==> config.mk <==
export PLATFORM = sky130hd
export DESIGN_NAME = scalar_kalman_filter
export DESIGN_NICKNAME = d
export VERILOG_FILES = /design/src/rtl/skf_pkg.sv /design/src/rtl/skf_regs.sv /design/src/rtl/skf_div.sv /design/src/rtl/skf_mul.sv /design/src/rtl/scalar_kalman_filter.sv
export SDC_FILE = /design/constraint.sdc
export NUM_CORES = 2
export LEC_CHECK = 0
export ABC_AREA = 1
export BUFFER_PORTS_ARGS = -buffer_cell sky130_fd_sc_hd__buf_2
export CORE_ASPECT_RATIO = 1.25
export CORE_MARGIN = 3
export CORE_UTILIZATION = 45
export DETAILED_ROUTE_END_ITERATION = 7
export GPL_ROUTABILITY_DRIVEN = 0
export GPL_TIMING_DRIVEN = 1
export PLACE_DENSITY = 0.71
export SYNTH_ARGS = -nofsm -noshare
export SYNTH_HDL_FRONTEND = slang
export SYNTH_HIERARCHICAL = 1
export SYNTH_SLANG_ARGS = --single-unit
==> constraint.sdc <==
create_clock -name clk_i -period 7.1 [get_ports clk_i]
set_input_delay 1.42 -clock clk_i [delete_from_list [all_inputs] [get_ports clk_i]]
set_output_delay 1.42 -clock clk_i [all_outputs]
set_load 0.005 [all_outputs]
==> src/rtl/skf_pkg.sv <==
// Package with the shared types, register codes and constants of the scalar Kalman filter.
package skf_pkg;

  localparam int unsigned DataW = 32;
  localparam int unsigned SampW = 16;
  localparam int unsigned AddrW = 4;
  localparam int unsigned DivSteps = 17;
  localparam int unsigned DivCntW = $clog2(DivSteps);

  localparam logic [1:0] REG_PROC_NOISE = 2'd0;
  localparam logic [1:0] REG_MEAS_NOISE = 2'd1;
  localparam logic [1:0] REG_INIT_COV = 2'd2;
  localparam logic [1:0] REG_INIT_EST = 2'd3;

  localparam logic [DataW-1:0] RstProcNoise = 32'd151;
  localparam logic [DataW-1:0] RstMeasNoise = 32'd3718590;
  localparam logic [DataW-1:0] RstInitCov = 32'd1966080;
  localparam logic [DataW-1:0] RstInitEst = 32'd65536;

  localparam logic [SampW:0] QOne = 17'h10000;

  typedef struct packed {
    logic [SampW-1:0] sample;
    logic [SampW-1:0] adjust;
  } skf_in_t;

  typedef struct packed {
    logic [SampW-1:0] filtered;
    logic [SampW-1:0] gain;
  } skf_out_t;

  typedef struct packed {
    logic [DataW-1:0] proc_noise;
    logic [DataW-1:0] meas_noise;
    logic [DataW-1:0] init_cov;
    logic [DataW-1:0] init_est;
  } skf_cfg_t;

  typedef struct packed {
    logic             load_cov;
    logic             load_est;
    logic [DataW-1:0] value;
  } skf_load_t;

endpackage

==> src/rtl/skf_regs.sv <==
// APB register file holding the filter's noise and initial-state registers.
module skf_regs
  import skf_pkg::*;
(
  input  logic             clk_i,
  input  logic             rst_ni,
  input  logic             psel,
  input  logic             penable,
  input  logic             pwrite,
  input  logic [AddrW-1:0] paddr,
  input  logic [DataW-1:0] pwdata,
  output logic [DataW-1:0] prdata,
  output logic             pready,
  output skf_cfg_t         cfg_o,
  output skf_load_t        load_o
);

  logic       wr_en;
  logic [1:0] idx;
  skf_cfg_t   cfg_q;

  assign pready = 1'b1;
  assign wr_en  = psel && penable && pwrite;
  assign idx    = paddr[AddrW-1:2];

  always_ff @(posedge clk_i or negedge rst_ni) begin
    if (!rst_ni) begin
      cfg_q.proc_noise <= RstProcNoise;
      cfg_q.meas_noise <= RstMeasNoise;
      cfg_q.init_cov   <= RstInitCov;
      cfg_q.init_est   <= RstInitEst;
    end else if (wr_en) begin
      case (idx)
        REG_PROC_NOISE: cfg_q.proc_noise <= pwdata;
        REG_MEAS_NOISE: cfg_q.meas_noise <= pwdata;
        REG_INIT_COV:   cfg_q.init_cov   <= pwdata;
        REG_INIT_EST:   cfg_q.init_est   <= pwdata;
        default: ;
      endcase
    end
  end

  always_comb begin
    case (idx)
      REG_PROC_NOISE: prdata = cfg_q.proc_noise;
      REG_MEAS_NOISE: prdata = cfg_q.meas_noise;
      REG_INIT_COV:   prdata = cfg_q.init_cov;
      REG_INIT_EST:   prdata = cfg_q.init_est;
      default:        prdata = '0;
    endcase
  end

  assign cfg_o           = cfg_q;
  assign load_o.load_cov = wr_en && (idx == REG_INIT_COV);
  assign load_o.load_est = wr_en && (idx == REG_INIT_EST);
  assign load_o.value    = pwdata;

endmodule

==> src/rtl/skf_div.sv <==
// Restoring divider that forms the Q0.16 gain one quotient bit per cycle.
module skf_div
  import skf_pkg::*;
(
  input  logic             clk_i,
  input  logic             rst_ni,
  input  logic             start_i,
  input  logic [DataW-1:0] cp_i,
  input  logic [DataW-1:0] mn_i,
  output logic             done_o,
  output logic [SampW-1:0] gain_o
);

  logic               busy_q;
  logic               done_q;
  logic [DivCntW-1:0] cnt_q;
  logic [DataW+1:0]   rem_q;
  logic [DataW:0]     den_q;
  logic [SampW:0]     quo_q;
  logic [SampW-1:0]   gain_q;
  logic [DataW+2:0]   diff;
  logic               ge;
  logic [DataW+1:0]   rem_nx;
  logic [SampW:0]     quo_nx;

  assign diff   = {1'b0, rem_q} - {2'b00, den_q};
  assign ge     = !diff[DataW+2];
  assign rem_nx = ge ? diff[DataW+1:0] : rem_q;
  assign quo_nx = {quo_q[SampW-1:0], ge};

  always_ff @(posedge clk_i or negedge rst_ni) begin
    if (!rst_ni) begin
      busy_q <= 1'b0;
      done_q <= 1'b0;
    end else begin
      done_q <= 1'b0;
      if (start_i) begin
        busy_q <= 1'b1;
      end else if (busy_q && (cnt_q == '0)) begin
        busy_q <= 1'b0;
        done_q <= 1'b1;
      end
    end
  end

  always_ff @(posedge clk_i) begin
    if (start_i) begin
      den_q <= {1'b0, cp_i} + {1'b0, mn_i};
      rem_q <= {2'b00, cp_i};
      quo_q <= '0;
      cnt_q <= DivCntW'(DivSteps - 1);
    end else if (busy_q) begin
      quo_q <= quo_nx;
      rem_q <= {rem_nx[DataW:0], 1'b0};
      cnt_q <= cnt_q - 1'b1;
      if (cnt_q == '0) begin
        if (den_q == '0) begin
          gain_q <= '0;
        end else if (quo_nx[SampW]) begin
          gain_q <= '1;
        end else begin
          gain_q <= quo_nx[SampW-1:0];
        end
      end
    end
  end

  assign done_o = done_q;
  assign gain_o = gain_q;

endmodule

==> src/rtl/skf_mul.sv <==
// Shared 32 by 17 bit multiplier with a registered product.
module skf_mul
  import skf_pkg::*;
(
  input  logic                   clk_i,
  input  logic [DataW-1:0]       a_i,
  input  logic [SampW:0]         b_i,
  output logic [DataW+SampW:0]   prod_o
);

  logic [DataW+SampW:0] prod_q;

  always_ff @(posedge clk_i) begin
    prod_q <= {{(SampW+1){1'b0}}, a_i} * {{DataW{1'b0}}, b_i};
  end

  assign prod_o = prod_q;

endmodule

==> src/rtl/scalar_kalman_filter.sv <==
// Top level of the scalar Kalman filter: sequencer, state and handshakes.
//
//  Channel | Direction | Handshake                  | Beat payload
//  --------+-----------+----------------------------+------------------------
//  input   | in        | in_valid_i / in_stall_o    | in_data_i  (skf_in_t)
//  output  | out       | out_valid_o / out_stall_i  | out_data_o (skf_out_t)
//  config  | in        | APB psel/penable/pready    | pwdata, prdata (32 bit)
//
// Each beat passes through prediction, the 17-step gain divider and then two
// products that share one multiplier before its result is loaded.
// Reset loads the register defaults and the initial estimate and covariance.
// The finished result waits in an output register, so a new beat is taken
// while the previous result is still stalled; a second result waits in the
// sequencer until the output register is free.
module scalar_kalman_filter
  import skf_pkg::*;
(
  input  logic             clk_i,
  input  logic             rst_ni,
  input  logic             in_valid_i,
  output logic             in_stall_o,
  input  skf_in_t          in_data_i,
  output logic             out_valid_o,
  input  logic             out_stall_i,
  output skf_out_t         out_data_o,
  input  logic             psel,
  input  logic             penable,
  input  logic             pwrite,
  input  logic [AddrW-1:0] paddr,
  input  logic [DataW-1:0] pwdata,
  output logic [DataW-1:0] prdata,
  output logic             pready
);

  localparam logic [2:0] S_IDLE  = 3'd0;
  localparam logic [2:0] S_PRED  = 3'd1;
  localparam logic [2:0] S_DIVST = 3'd2;
  localparam logic [2:0] S_DIV   = 3'd3;
  localparam logic [2:0] S_MUL1  = 3'd4;
  localparam logic [2:0] S_MUL2  = 3'd5;
  localparam logic [2:0] S_UPD   = 3'd6;
  localparam logic [2:0] S_OUT   = 3'd7;

  skf_cfg_t             cfg;
  skf_load_t            load;
  logic [2:0]           state_q;
  logic [2:0]           state_d;
  skf_in_t              in_q;
  logic [DataW-1:0]     est_q;
  logic [DataW-1:0]     cov_q;
  logic [DataW-1:0]     pred_q;
  logic [DataW-1:0]     cp_q;
  logic [DataW-1:0]     mag_q;
  logic                 up_q;
  logic [SampW-1:0]     gain_q;
  logic [DataW-1:0]     step_q;
  skf_out_t             res_q;
  logic                 out_valid_q;
  skf_out_t             out_data_q;
  logic                 in_acc;
  logic                 out_free;
  logic [DataW:0]       pred_sum;
  logic [DataW:0]       cp_sum;
  logic [DataW-1:0]     meas;
  logic                 div_start;
  logic                 div_done;
  logic [SampW-1:0]     div_gain;
  logic [DataW-1:0]     mul_a;
  logic [SampW:0]       mul_b;
  logic [DataW+SampW:0] prod;
  logic [DataW-1:0]     est_new;
  logic [DataW-1:0]     cov_new;

  skf_regs u_regs (
    .clk_i   (clk_i),
    .rst_ni  (rst_ni),
    .psel    (psel),
    .penable (penable),
    .pwrite  (pwrite),
    .paddr   (paddr),
    .pwdata  (pwdata),
    .prdata  (prdata),
    .pready  (pready),
    .cfg_o   (cfg),
    .load_o  (load)
  );

  skf_div u_div (
    .clk_i   (clk_i),
    .rst_ni  (rst_ni),
    .start_i (div_start),
    .cp_i    (cp_q),
    .mn_i    (cfg.meas_noise),
    .done_o  (div_done),
    .gain_o  (div_gain)
  );

  skf_mul u_mul (
    .clk_i  (clk_i),
    .a_i    (mul_a),
    .b_i    (mul_b),
    .prod_o (prod)
  );

  assign in_stall_o = (state_q != S_IDLE);
  assign in_acc     = in_valid_i && !in_stall_o;
  assign out_free   = !out_valid_q || !out_stall_i;
  assign div_start  = (state_q == S_DIVST);

  assign pred_sum = {1'b0, est_q} + {1'b0, in_q.adjust, {SampW{1'b0}}};
  assign cp_sum   = {1'b0, cov_q} + {1'b0, cfg.proc_noise};
  assign meas     = {in_q.sample, {SampW{1'b0}}};

  always_comb begin
    if (state_q == S_MUL2) begin
      mul_a = cp_q;
      mul_b = QOne - {1'b0, gain_q};
    end else begin
      mul_a = mag_q;
      mul_b = {1'b0, gain_q};
    end
  end

  assign est_new = up_q ? (pred_q + step_q) : (pred_q - step_q);
  assign cov_new = prod[DataW+SampW-1:SampW];

  always_comb begin
    state_d = state_q;
    case (state_q)
      S_IDLE:  if (in_acc) state_d = S_PRED;
      S_PRED:  state_d = S_DIVST;
      S_DIVST: state_d = S_DIV;
      S_DIV:   if (div_done) state_d = S_MUL1;
      S_MUL1:  state_d = S_MUL2;
      S_MUL2:  state_d = S_UPD;
      S_UPD:   state_d = S_OUT;
      S_OUT:   if (out_free) state_d = S_IDLE;
      default: state_d = S_IDLE;
    endcase
  end

  always_ff @(posedge clk_i or negedge rst_ni) begin
    if (!rst_ni) begin
      state_q     <= S_IDLE;
      out_valid_q <= 1'b0;
      est_q       <= RstInitEst;
      cov_q       <= RstInitCov;
    end else begin
      state_q <= state_d;
      if (out_valid_q && !out_stall_i) begin
        out_valid_q <= 1'b0;
      end
      if ((state_q == S_OUT) && out_free) begin
        out_valid_q <= 1'b1;
      end
      if (state_q == S_UPD) begin
        est_q <= est_new;
        cov_q <= cov_new;
      end else begin
        if (load.load_est) est_q <= load.value;
        if (load.load_cov) cov_q <= load.value;
      end
    end
  end

  always_ff @(posedge clk_i) begin
    if (in_acc) begin
      in_q <= in_data_i;
    end
    if (state_q == S_PRED) begin
      pred_q <= pred_sum[DataW] ? '1 : pred_sum[DataW-1:0];
      cp_q   <= cp_sum[DataW] ? '1 : cp_sum[DataW-1:0];
    end
    if (state_q == S_DIVST) begin
      up_q  <= (meas >= pred_q);
      mag_q <= (meas >= pred_q) ? (meas - pred_q) : (pred_q - meas);
    end
    if ((state_q == S_DIV) && div_done) begin
      gain_q <= div_gain;
    end
    if (state_q == S_MUL2) begin
      step_q <= prod[DataW+SampW-1:SampW];
    end
    if (state_q == S_UPD) begin
      res_q.filtered <= est_new[DataW-1:SampW];
      res_q.gain     <= gain_q;
    end
    if ((state_q == S_OUT) && out_free) begin
      out_data_q <= res_q;
    end
  end

  assign out_valid_o = out_valid_q;
  assign out_data_o  = out_data_q;

  a_div_done_in_div: assert property (@(posedge clk_i) disable iff (!rst_ni)
    div_done |-> (state_q == S_DIV))
    else $error("divider finished outside the divide state");

  a_cov_shrinks: assert property (@(posedge clk_i) disable iff (!rst_ni)
    (state_q == S_UPD) |-> (cov_new <= cp_q))
    else $error("covariance update grew past the predicted covariance");

  a_est_toward_sample: assert property (@(posedge clk_i) disable iff (!rst_ni)
    (state_q == S_UPD) |-> (up_q ? (est_new >= pred_q) : (est_new <= pred_q)))
    else $error("estimate moved away from the sample");

  a_result_follows_update: assert property (@(posedge clk_i) disable iff (!rst_ni)
    (state_q == S_UPD) |=> (state_q == S_OUT))
    else $error("update not followed by result hand-off");

endmodule

==> flow_summary.toml <==
[sta]
min_period_ns = 6.71
rsz0062_at_grt = "false"
setup_viol = 0
tightest_slew_ns = 1.26
fin_skew_ns = 0.0408
slew_headroom = 0.158
hold_viol_final = 0
timing.setup.tns_ns = 0
slew_violations = 0
min_period_over_period = 0.946
clock.fmax_mhz = 149

[drt]
routedWlPerCell_um = 18.0
antenna_left = 0
vias = 47700
firstDrtPassIters = 6
drtIter0Drc = 4283
wl_um = 163000
via_per_inst = 5.27
drc = 0

[clock_tree]
cts_sinks = 575
cts_buffers = 66
max-clock-path-buffers = 3
clkSlewWorstSetupHoldPaths_ns = 0.06
cts_root_buffer = "clkbuf_16"
post-cts-setup-buffers = 0
clkLatencyLatePin_ns = 0.65
h-tree-depth = 3
cts_resized = 0
cts_tree = "built"
cts_hold_buffers = 0

[worst_setup_path]
cp_slowest_cell = "fa_1"
r2r_end = "u_mul/prod_o[42]"
reg2regPathDepth = 29
startpoint_type = "flip-flop"
worstSetupEndpointType = "flip-flop"
crit-reg2reg-launch = "state_q[1]"
cp.arrival_ns = 7.23
reg2reg_slack_ns = 0.39
crit_top_cell = "nand2_1"
crit_type = "flip-flop to flip-flop"
cp_max_fo = 32
required_ns = 7.61
slowest_delay_ns = 0.59

[die]
row_count = 142
core-area_um2 = 120000
ios = 142
die_h_um = 396
die_w_um = 318
start_util = 0.455
die_area_um2 = 126000

[hold_path]
min_path_type = "flip-flop to flip-flop"
hold_path_depth = 0
holdCritStartpoint = "res_q[6]"
min_to = "out_data_o[6]"

[logic_synthesis]
syn_area_per_cell_um2 = 7.41
syn-num-nets = 8213
syn-cell-area_um2 = 54600
ys_warn_count = 6
synthCells = 7375

[finish]
final_common_cell = "nand2_1"
nFillCells = 11700
mostFrequentLayoutCells = "nand2_1, inv_1, fa_1"
final_nets = 8234
drive_gt1_frac = 0.0667
area.growth.synth_to_final_pct = 8.32

[grt]
antenna_found_initial = 8
grt_max_degree = 99
grt_util_all_layers = 0.258
grt_pass1_vias = 47600
overflow = 0
grt_first_pass_wirelength_um = 256000

[placed_design]
dp_hpwl_um = 130000
io_buffers = 138

[run]
cap_violations = 0

[outcome]
status = "completed"
==> final cells by class <==
| type | instances | area [um2] | area share |
|---|---|---|---|
| multi-input cells | 5034 | 32100 | 0.543 |
| diodes | 3 | 7.51 | 0.000127 |
| well taps | 1584 | 1980 | 0.0335 |
| flip-flops and latches | 575 | 15800 | 0.266 |
| repair buffers | 225 | 1520 | 0.0257 |
| inverters | 1494 | 5610 | 0.0948 |
| clock inverters | 34 | 373 | 0.00630 |
| clock buffers | 88 | 1790 | 0.0302 |
==> registers in the layout, summed over array words and instances (netlist names), 3 cells and up <==
name          flops
cov_q            32
cp_q             32
est_q            32
gain_q           16
in_q             32
mag_q            32
out_data_o       32
pred_q           32
res_q            32
state_q           3
step_q           32
u_div/cnt_q       5
u_div/den_q      33
u_div/gain_o     16
u_div/quo_q      16
u_div/rem_q      34
u_mul/prod_o     32
u_regs/cfg_o    128
==> per-stage QoR <==
stage	utilization	setup slack, ns	std cells	instance area, um2	hold WS [ns]
3_5_place_dp	0.474	0.266	8912	57000	0.405
2_1_floorplan	-	0.0214	7375	54600	0.400
3_3_place_gp	0.474	0.351	8912	57000	0.401
6_report	0.493	0.386	9037	59200	0.417
5_1_grt	0.493	0.0395	9034	59200	0.426
4_1_cts	0.492	0.250	9034	59100	0.418
==> critical path, delay by kind of cell (launching register included) <==
kind                       cells  cell delay, ns
DFF                            1            0.42
buffers and inverters          7            0.78
xor gates and xnor gates       1            0.22
AOI/OAI and AO/OA              2            0.46
and+or+nand+nor               12            1.21
adders and majority gates      7            3.47
==> layer usage <==
metal,part of all wire,up-vias,global-route usage
li1,-,22400,-
met1,0.37,22600,0.303
met2,0.47,2035,0.434
met3,0.076,602,0.0421
met4,0.080,2,0.174
met5,0.000068,-,0
==> worst max-delay path by stage <==
stage,from,to,slack [ns],cells past startpoint
floorplan,state_q[1],u_mul/prod_o[44],0.02,31
global placement,state_q[1],u_mul/prod_o[47],0.35,27
detailed placement,state_q[1],u_mul/prod_o[43],0.27,28
CTS,state_q[1],u_mul/prod_o[43],0.25,28
global route,gain_q[2],u_mul/prod_o[42],0.04,29
finish,state_q[1],u_mul/prod_o[42],0.39,29
Power is left out: the tool's default activity adds up to more than one toggle a clock period on the data nets, which glitch-free logic cannot reach.
